File: src/bdlp_pkg.sv
package bdlp_pkg;

  // Physical button slots carried by one item
  localparam int unsigned SLOTS = 5;

  localparam int unsigned BUTTONS_DEF   = 5;
  localparam int unsigned AGE_WIDTH_DEF = 16;

  localparam int unsigned LP_WIDTH   = 16;
  localparam int unsigned DEB_WIDTH  = 8;
  localparam int unsigned IDX_WIDTH  = 8;
  localparam int unsigned DATA_WIDTH = 16;

  localparam logic [LP_WIDTH-1:0]  LONG_PRESS_RST = LP_WIDTH'(1000);
  localparam logic [DEB_WIDTH-1:0] DEBOUNCE_RST   = DEB_WIDTH'(50);

  // Configuration register indexes
  localparam logic [IDX_WIDTH-1:0] REG_LONG_PRESS = IDX_WIDTH'(0);
  localparam logic [IDX_WIDTH-1:0] REG_DEBOUNCE   = IDX_WIDTH'(1);

  typedef enum logic [1:0] {
    MODE_IDLE    = 2'd0,
    MODE_PRESSED = 2'd1,
    MODE_LONG    = 2'd2
  } mode_e;

  typedef enum logic [2:0] {
    EV_NONE     = 3'd0,
    EV_PRESSED  = 3'd1,
    EV_HELD     = 3'd2,
    EV_RELEASED = 3'd3,
    EV_LONG     = 3'd4
  } event_e;

  // What one lane reports for the current tick
  typedef struct packed {
    event_e evt;
    logic   stable;
    logic   notify;
  } lane_res_t;

endpackage

File: src/bdlp_in_if.sv
interface bdlp_in_if;
  import bdlp_pkg::*;
  logic                valid;
  logic                ready;
  logic [SLOTS-1:0]    pin_levels;

  modport source (output valid, output pin_levels, input ready);
  modport sink   (input valid, input pin_levels, output ready);
endinterface

File: src/bdlp_out_if.sv
interface bdlp_out_if;
  import bdlp_pkg::*;
  logic             valid;
  logic             ready;
  logic [2:0]       event_b0;
  logic [2:0]       event_b1;
  logic [2:0]       event_b2;
  logic [2:0]       event_b3;
  logic [2:0]       event_b4;
  logic [SLOTS-1:0] stable_mask;
  logic [SLOTS-1:0] notify_mask;

  modport source (output valid, output event_b0, output event_b1, output event_b2,
                  output event_b3, output event_b4, output stable_mask,
                  output notify_mask, input ready);
  modport sink   (input valid, input event_b0, input event_b1, input event_b2,
                  input event_b3, input event_b4, input stable_mask,
                  input notify_mask, output ready);
endinterface

File: src/bdlp_cfg_if.sv
interface bdlp_cfg_if;
  import bdlp_pkg::*;
  logic                  valid;
  logic                  ready;
  logic [IDX_WIDTH-1:0]  index;
  logic [DATA_WIDTH-1:0] data;

  modport source (output valid, output index, output data, input ready);
  modport sink   (input valid, input index, input data, output ready);
endinterface

File: src/bdlp_lane.sv
module bdlp_lane
  import bdlp_pkg::*;
#(
  parameter int unsigned AgeWidth = AGE_WIDTH_DEF
) (
  input  logic                 clk_i,
  input  logic                 rst_ni,
  input  logic                 accept_i,
  input  logic                 raw_i,        // 1 = pressed
  input  logic [LP_WIDTH-1:0]  long_press_i,
  input  logic [DEB_WIDTH-1:0] debounce_i,
  output lane_res_t            res_o
);

  localparam int unsigned CmpWidth = (AgeWidth > LP_WIDTH) ? AgeWidth : LP_WIDTH;

  logic                prior_q, prior_d;
  logic                stable_q, stable_d;
  mode_e               mode_q, mode_d;
  logic [AgeWidth-1:0] deb_age_q, deb_age_d;
  logic [AgeWidth-1:0] mode_age_q, mode_age_d;
  logic [AgeWidth-1:0] tis;
  logic                long_hit;
  logic                restart;
  event_e              evt;

  assign prior_d   = raw_i;
  assign deb_age_d = (raw_i != prior_q) ? '0 :
                     ((&deb_age_q) ? deb_age_q : deb_age_q + AgeWidth'(1));
  assign stable_d  = (CmpWidth'(deb_age_d) > CmpWidth'(debounce_i)) ? raw_i : stable_q;
  assign tis       = (&mode_age_q) ? mode_age_q : mode_age_q + AgeWidth'(1);
  assign long_hit  = CmpWidth'(tis) >= CmpWidth'(long_press_i);

  // next mode
  always_comb begin
    mode_d  = mode_q;
    restart = 1'b0;
    case (mode_q)
      MODE_IDLE: begin
        if (stable_d) begin
          mode_d  = MODE_PRESSED;
          restart = 1'b1;
        end
      end
      MODE_PRESSED: begin
        if (!stable_d) begin
          mode_d  = MODE_IDLE;
          restart = 1'b1;
        end else if (long_hit) begin
          mode_d  = MODE_LONG;
          restart = 1'b1;
        end
      end
      default: begin
        if (!stable_d) begin
          mode_d  = MODE_IDLE;
          restart = 1'b1;
        end
      end
    endcase
  end

  assign mode_age_d = restart ? '0 : tis;

  // event for this tick
  always_comb begin
    case (mode_q)
      MODE_IDLE:    evt = stable_d ? EV_PRESSED : EV_NONE;
      MODE_PRESSED: evt = !stable_d ? EV_RELEASED : (long_hit ? EV_LONG : EV_HELD);
      default:      evt = !stable_d ? EV_RELEASED : EV_HELD;
    endcase
  end

  assign res_o.evt    = evt;
  assign res_o.stable = stable_d;
  assign res_o.notify = (evt == EV_PRESSED) || (evt == EV_RELEASED) || (evt == EV_LONG);

  always_ff @(posedge clk_i or negedge rst_ni) begin
    if (!rst_ni) begin
      prior_q    <= 1'b0;
      stable_q   <= 1'b0;
      mode_q     <= MODE_IDLE;
      deb_age_q  <= '0;
      mode_age_q <= '0;
    end else if (accept_i) begin
      prior_q    <= prior_d;
      stable_q   <= stable_d;
      mode_q     <= mode_d;
      deb_age_q  <= deb_age_d;
      mode_age_q <= mode_age_d;
    end
  end

endmodule

File: src/bdlp_merge.sv
module bdlp_merge
  import bdlp_pkg::*;
#(
  parameter int unsigned Buttons = BUTTONS_DEF
) (
  input  logic                    clk_i,
  input  logic                    rst_ni,
  input  logic                    accept_i,
  input  lane_res_t [Buttons-1:0] lanes_i,
  output logic                    free_o,
  bdlp_out_if.source              out_o
);

  lane_res_t [SLOTS-1:0] slot;
  logic                  vld_q, vld_d;
  logic [2:0]            evt_q [SLOTS];
  logic [SLOTS-1:0]      stable_q, notify_q;

  // absent slots read as no event
  for (genvar s = 0; s < SLOTS; s++) begin : g_slot
    if (s < Buttons) begin : g_used
      assign slot[s] = lanes_i[s];
    end else begin : g_unused
      assign slot[s] = '{evt: EV_NONE, stable: 1'b0, notify: 1'b0};
    end
  end

  assign free_o = !vld_q || out_o.ready;
  assign vld_d  = accept_i || (vld_q && !out_o.ready);

  always_ff @(posedge clk_i or negedge rst_ni) begin
    if (!rst_ni) begin
      vld_q <= 1'b0;
    end else begin
      vld_q <= vld_d;
    end
  end

  always_ff @(posedge clk_i) begin
    if (accept_i) begin
      for (int s = 0; s < SLOTS; s++) begin
        evt_q[s]    <= slot[s].evt;
        stable_q[s] <= slot[s].stable;
        notify_q[s] <= slot[s].notify;
      end
    end
  end

  assign out_o.valid       = vld_q;
  assign out_o.event_b0    = evt_q[0];
  assign out_o.event_b1    = evt_q[1];
  assign out_o.event_b2    = evt_q[2];
  assign out_o.event_b3    = evt_q[3];
  assign out_o.event_b4    = evt_q[4];
  assign out_o.stable_mask = stable_q;
  assign out_o.notify_mask = notify_q;

endmodule

File: src/button_debounce_long_press.sv
// Results of a tick item appear on the output in the cycle after it is accepted.
// Throughput: one tick item per cycle when not stalled; every lane updates
//   and the output register takes a new item whenever it is empty or drained.
// Reset (rst_ni low, asynchronous): all buttons idle and not pressed, ages
//   zero, long-press time = 1000, debounce time = 50, no result pending.
module button_debounce_long_press
  import bdlp_pkg::*;
#(
  parameter int unsigned BUTTONS   = BUTTONS_DEF,
  parameter int unsigned AGE_WIDTH = AGE_WIDTH_DEF
) (
  input  logic       clk_i,
  input  logic       rst_ni,
  bdlp_cfg_if.sink   cfg_i,
  bdlp_in_if.sink    in_i,
  bdlp_out_if.source out_o
);

  // Configuration registers, written whenever offered; unknown indexes drop.
  logic [LP_WIDTH-1:0]  long_press_q;
  logic [DEB_WIDTH-1:0] debounce_q;

  assign cfg_i.ready = 1'b1;

  always_ff @(posedge clk_i or negedge rst_ni) begin
    if (!rst_ni) begin
      long_press_q <= LONG_PRESS_RST;
      debounce_q   <= DEBOUNCE_RST;
    end else if (cfg_i.valid) begin
      case (cfg_i.index)
        REG_LONG_PRESS: long_press_q <= cfg_i.data[LP_WIDTH-1:0];
        REG_DEBOUNCE:   debounce_q   <= cfg_i.data[DEB_WIDTH-1:0];
        default: ;
      endcase
    end
  end

  // Input handshake: a tick is taken whenever the output stage can hold it.
  logic                    out_free;
  logic                    accept;
  logic [SLOTS-1:0]        pressed;
  lane_res_t [BUTTONS-1:0] lane_res;

  assign in_i.ready = out_free;
  assign accept     = in_i.valid && out_free;
  assign pressed    = ~in_i.pin_levels;   // pins are active low

  // One lane per button: debounce counter, stable level, press/long machine.
  for (genvar b = 0; b < BUTTONS; b++) begin : g_lane
    bdlp_lane #(
      .AgeWidth (AGE_WIDTH)
    ) u_lane (
      .clk_i        (clk_i),
      .rst_ni       (rst_ni),
      .accept_i     (accept),
      .raw_i        (pressed[b]),
      .long_press_i (long_press_q),
      .debounce_i   (debounce_q),
      .res_o        (lane_res[b])
    );
  end

  // Merge lane results into one registered result item.
  bdlp_merge #(
    .Buttons (BUTTONS)
  ) u_merge (
    .clk_i    (clk_i),
    .rst_ni   (rst_ni),
    .accept_i (accept),
    .lanes_i  (lane_res),
    .free_o   (out_free),
    .out_o    (out_o)
  );

endmodule

File: src/flat_wrapper.sv
// flat-port wrapper written by rule: the top's interface ports become plain ports
module button_debounce_long_press_flat import bdlp_pkg::*;
#(
  parameter int unsigned BUTTONS   = BUTTONS_DEF,
  parameter int unsigned AGE_WIDTH = AGE_WIDTH_DEF
)
  (clk_i, rst_ni, cfg_i_valid, cfg_i_index, cfg_i_data, cfg_i_ready, in_i_valid, in_i_pin_levels, in_i_ready, out_o_valid, out_o_event_b0, out_o_event_b1, out_o_event_b2, out_o_event_b3, out_o_event_b4, out_o_stable_mask, out_o_notify_mask, out_o_ready);
  bdlp_cfg_if cfg_i_i ();
  bdlp_in_if in_i_i ();
  bdlp_out_if out_o_i ();
  input  logic clk_i;
  input  logic rst_ni;
  input wire logic [$bits(cfg_i_i.valid)-1:0] cfg_i_valid;
  input wire logic [$bits(cfg_i_i.index)-1:0] cfg_i_index;
  input wire logic [$bits(cfg_i_i.data)-1:0] cfg_i_data;
  output wire logic [$bits(cfg_i_i.ready)-1:0] cfg_i_ready;
  input wire logic [$bits(in_i_i.valid)-1:0] in_i_valid;
  input wire logic [$bits(in_i_i.pin_levels)-1:0] in_i_pin_levels;
  output wire logic [$bits(in_i_i.ready)-1:0] in_i_ready;
  output wire logic [$bits(out_o_i.valid)-1:0] out_o_valid;
  output wire logic [$bits(out_o_i.event_b0)-1:0] out_o_event_b0;
  output wire logic [$bits(out_o_i.event_b1)-1:0] out_o_event_b1;
  output wire logic [$bits(out_o_i.event_b2)-1:0] out_o_event_b2;
  output wire logic [$bits(out_o_i.event_b3)-1:0] out_o_event_b3;
  output wire logic [$bits(out_o_i.event_b4)-1:0] out_o_event_b4;
  output wire logic [$bits(out_o_i.stable_mask)-1:0] out_o_stable_mask;
  output wire logic [$bits(out_o_i.notify_mask)-1:0] out_o_notify_mask;
  input wire logic [$bits(out_o_i.ready)-1:0] out_o_ready;
  assign cfg_i_i.valid = cfg_i_valid;
  assign cfg_i_i.index = cfg_i_index;
  assign cfg_i_i.data = cfg_i_data;
  assign cfg_i_ready = cfg_i_i.ready;
  assign in_i_i.valid = in_i_valid;
  assign in_i_i.pin_levels = in_i_pin_levels;
  assign in_i_ready = in_i_i.ready;
  assign out_o_valid = out_o_i.valid;
  assign out_o_event_b0 = out_o_i.event_b0;
  assign out_o_event_b1 = out_o_i.event_b1;
  assign out_o_event_b2 = out_o_i.event_b2;
  assign out_o_event_b3 = out_o_i.event_b3;
  assign out_o_event_b4 = out_o_i.event_b4;
  assign out_o_stable_mask = out_o_i.stable_mask;
  assign out_o_notify_mask = out_o_i.notify_mask;
  assign out_o_i.ready = out_o_ready;
  button_debounce_long_press #(.BUTTONS(BUTTONS), .AGE_WIDTH(AGE_WIDTH)) u_core (.clk_i(clk_i), .rst_ni(rst_ni), .cfg_i(cfg_i_i), .in_i(in_i_i), .out_o(out_o_i));
endmodule
File: config.mk
export PLATFORM = sky130hd
export DESIGN_NAME = button_debounce_long_press_flat
export DESIGN_NICKNAME = d
export VERILOG_FILES = /design/src/bdlp_pkg.sv /design/src/bdlp_in_if.sv /design/src/bdlp_out_if.sv /design/src/bdlp_cfg_if.sv /design/src/bdlp_lane.sv /design/src/bdlp_merge.sv /design/src/button_debounce_long_press.sv /design/src/flat_wrapper.sv
export SDC_FILE = /design/constraint.sdc
export NUM_CORES = 1
export LEC_CHECK = 0
export BUFFER_PORTS_ARGS = -buffer_cell sky130_fd_sc_hd__clkbuf_2
export CAP_MARGIN = 10
export CORE_AREA = 2 2 199 182
export CTS_BUF_LIST = sky130_fd_sc_hd__clkbuf_8 sky130_fd_sc_hd__clkbuf_16
export DETAILED_ROUTE_END_ITERATION = 6
export DIE_AREA = 0 0 201 184
export PLACE_DENSITY = 0.68
export SLEW_MARGIN = 0
export SYNTH_ARGS = -nofsm -noshare
export SYNTH_HDL_FRONTEND = slang
export SYNTH_HIERARCHICAL = 1
export SYNTH_SLANG_ARGS = --single-unit
File: constraint.sdc
create_clock -name clk_i -period 4.4 [get_ports clk_i]
set_clock_uncertainty 0.05 [all_clocks]
set_input_delay 0.88 -clock clk_i [delete_from_list [all_inputs] [get_ports clk_i]]
set_output_delay 0.88 -clock clk_i [all_outputs]
set_load 0.02 [all_outputs]
==> impl_metrics.yaml <==
timing:
  setup_slack_ns: 0.2946
  period_needed_ns: 4.105
  fmax_mhz: 243.6
  fin_tns_setup_ns: 0
  whs_ns: 0.3532
  rsz0062_at_grt: "false"
  period_share_pct: 93.31
  max-slew-margin-rel_pct: 39.04
  worst_pin_slew_ns: 0.9115
  finalMaxSlewViolations: 0
  setup_viol: 0
  hold_violations: 0
final_layout:
  n_antenna_cell: 0
  final_util_pct: 54.76
  drive_above_1_share_pct: 17.70
  syn_to_final_growth_pct: 10.50
  fin_nets: 2098
cts:
  path_clk_slew_ns: 0.06
  clock_path_buffers: 3
  ctsHoldBuffers: 0
  clkLatencyLatePin_ns: 0.58
  clock-sinks: 230
  clockRootBuffer: "clkbuf_16"
  htree_levels: 1
  cts_made_buffers: 28
  cts_tree: "yes"
global_routing:
  antenna_found_initial: 0
  grt_max_degree: 151
  grt_first_pass_wirelength_um: 68850
  grt_pass1_vias: 13670
  overflow: 0
  track_usage_pct: 22.35
floorplanning:
  fp.dieH_um: 184
  start_util_pct: 49.56
  io_pins: 62
  rows: 65
  die_area_mm2: 0.03698
  fp.coreArea_mm2: 0.03473
  die_w_um: 201
placement:
  gp_congestion: 0.8530
  numPortBuffers: 60
  pre_cts_slack_ns: 0.1429
  dp_hpwl_um: 28970
setup_path:
  startpoint_type: "register"
  crit_path_end_kind: "register"
  cp-startpoint: "u_core/g_lane[2].u_lane/deb_age_q[1]"
  arrival_ns: 4.47
  critical_path_required_ns: 4.77
  crit_type: "reg -> reg"
  timing.rr.start: "u_core/g_lane[2].u_lane/deb_age_q[1]"
  crit_fanout: 16
hold_path:
  min-delay-path-class: "in -> async"
detailed_routing:
  drc: 0
  vias: 14070
  drt_first_pass_iters: 5
  drtIter0Drc: 874
  routed_wl_um: 40770
  avgRoutedWirePerCell_um: 16.82
  vias_per_cell: 5.804
  ant_nets: 0
status:
  outcome: "complete, no violations"
synth:
  synth_cell_types: 106
  avgSynthCellArea_um2: 9.164
  synth_ff_type: "dfrtp_1"
  ys_seq_area_share_pct: 34.23
  async_reset_ff_share_pct: 89.13
  syn_nets: 2042
  synth_edf_count: 25
  ys_warn_count: 6
  synthCells: 1878
  syn_area_mm2: 0.01721
  synth_seq_cells: 230
power:
  pwr_density_cell_mw_per_mm2: 422.7
  ir_drop_uv: 611.9
  p_leak_uw: 0.008208
flow_run:
  maxCapViolCount: 0
==> placed cells by master, fill, tap and decap left out, types with 42 or more instances in the layout <==
cell type / Yosys / final
xor2_1: 67 / 67
dfrtp_1: 196 / 191
ha_1: 130 / 129
mux2_2: 61 / 61
o21ai_0: 71 / 71
buf_4: 7 / 42
nand2_1: 150 / 150
nand4_1: 70 / 70
xnor2_1: 79 / 79
nand3_1: 88 / 88
clkbuf_2: 1 / 59
a21oi_1: 132 / 132
inv_1: 162 / 169
nor2_1: 117 / 117
==> critical path, cell delays in order (launching register included) <==
cell and delay (ns):
dfrtp_1 0.45, ha_2 0.27, nand3_2 0.15, nor2_4 0.25, nand2_1 0.10, buf_4 0.19, nand4_1 0.11, xor2_1 0.16
nor2_1 0.07, ha_1 0.31, a21oi_1 0.15, a21oi_1 0.08, o32a_2 0.34, a2111oi_2 0.29, mux2i_2 0.32, mux2i_2 0.38
buf_12 0.20, a21oi_1 0.09
==> cells by family (layout without fill, tap and decap cells) <==
kind of cell,Yosys count,in the layout,share of synthesized area (%)
simple gates,632,632,20.25
mux,80,80,5.518
xor+xnor,146,146,7.430
buf+inv,247,324,6.405
fa+ha+maj,130,130,9.451
other cells,1,1,0.02179
compound gates,412,412,16.69
flops,230,230,34.23
==> per-stage QoR <==
| stage | instance area [um^2] | total power [uW] | cells |
|---|---|---|---|
| 5_1_grt | 19020 | 8576 | 2424 |
| 3_3_place_gp | 18040 | 5691 | 2368 |
| 3_5_place_dp | 18040 | 5793 | 2368 |
| 4_1_cts | 18930 | 8071 | 2419 |
| 2_1_floorplan | 17210 | 4939 | 1878 |
| 6_report | 19020 | 8038 | 2424 |
==> repair_timing <==
action,CTS,global route
setup buffers,0,5
endpoints found under the setup margin,0,51
gates resized for setup,0,15
==> routing by layer <==
metal | vias up | GRT usage, % | share of wire [%]
met4 | 0 | 6.696 | 2.7
met3 | 75 | 3.332 | 4.4
li1 | 6869 | - | -
met5 | - | 0 | 0
met1 | 6821 | 30.85 | 48
met2 | 305 | 36.40 | 45
==> where the power goes <==
group | internal [uW] | switching (uW) | leakage, uW | total [uW]
clock | 1280 | 955 | 0.000470 | 2230
combinational | 1260 | 1740 | 0.00474 | 3000
sequential | 2490 | 317 | 0.00300 | 2810
total | 5020 | 3020 | 0.00821 | 8040
==> sequential cells by signal, summed over array words and instances, names as in the netlist <==
signal	flops
u_core/g_lane.u_lane/mode_age_q	80
u_core/u_merge/out_o.notify_mask	5
u_core/u_merge/out_o.valid	1
u_core/long_press_q	16
u_core/g_lane.u_lane/mode_q	10
u_core/g_lane.u_lane/deb_age_q	80
u_core/debounce_q	8
u_core/g_lane.u_lane/stable_q	5
u_core/g_lane.u_lane/prior_q	5
u_core/u_merge/out_o.stable_mask	5
u_core/u_merge/evt_q	15
==> cell usage after synthesis, types with 26 or more instances <==
cell | count | area share [%]
a21oi_1 | 132 | 3.8
and3_1 | 26 | 0.95
clkbuf_1 | 45 | 0.98
dfrtp_1 | 196 | 28
ha_1 | 130 | 9.5
inv_1 | 162 | 3.5
mux2_2 | 61 | 4.0
nand2_1 | 150 | 3.3
nand3_1 | 88 | 2.6
nand4_1 | 70 | 2.5
nor2_1 | 117 | 2.6
nor3_1 | 38 | 1.1
o21ai_0 | 71 | 2.1
xnor2_1 | 79 | 4.0
xor2_1 | 67 | 3.4
==> worst paths after layout <==
path	endpoint	slack, ns	depth (start not counted)
worst min register to register	u_core/g_lane[2].u_lane/mode_age_q[2]	0.48	1
min in group clk_i	u_core/long_press_q[15]	0.48	2
worst max-delay path	u_core/g_lane[2].u_lane/mode_age_q[10]	0.29	17
worst min-delay path	u_core/g_lane[4].u_lane/deb_age_q[12]	0.35	1
worst max register to register	u_core/g_lane[2].u_lane/mode_age_q[10]	0.29	17
max in group asynchronous	u_core/long_press_q[9]	3.11	2
==> final cells by class <==
type,instances,area (um^2)
repair buffers,109,764.5
inverters,164,615.6
fillers,3181,15710
flip-flops and latches,230,5898
clock inverters,17,97.59
well taps,469,586.8
clock buffers,34,794.5
multi-input cells,1401,10260
No activity file was read; power rests on OpenSTA's default activity.
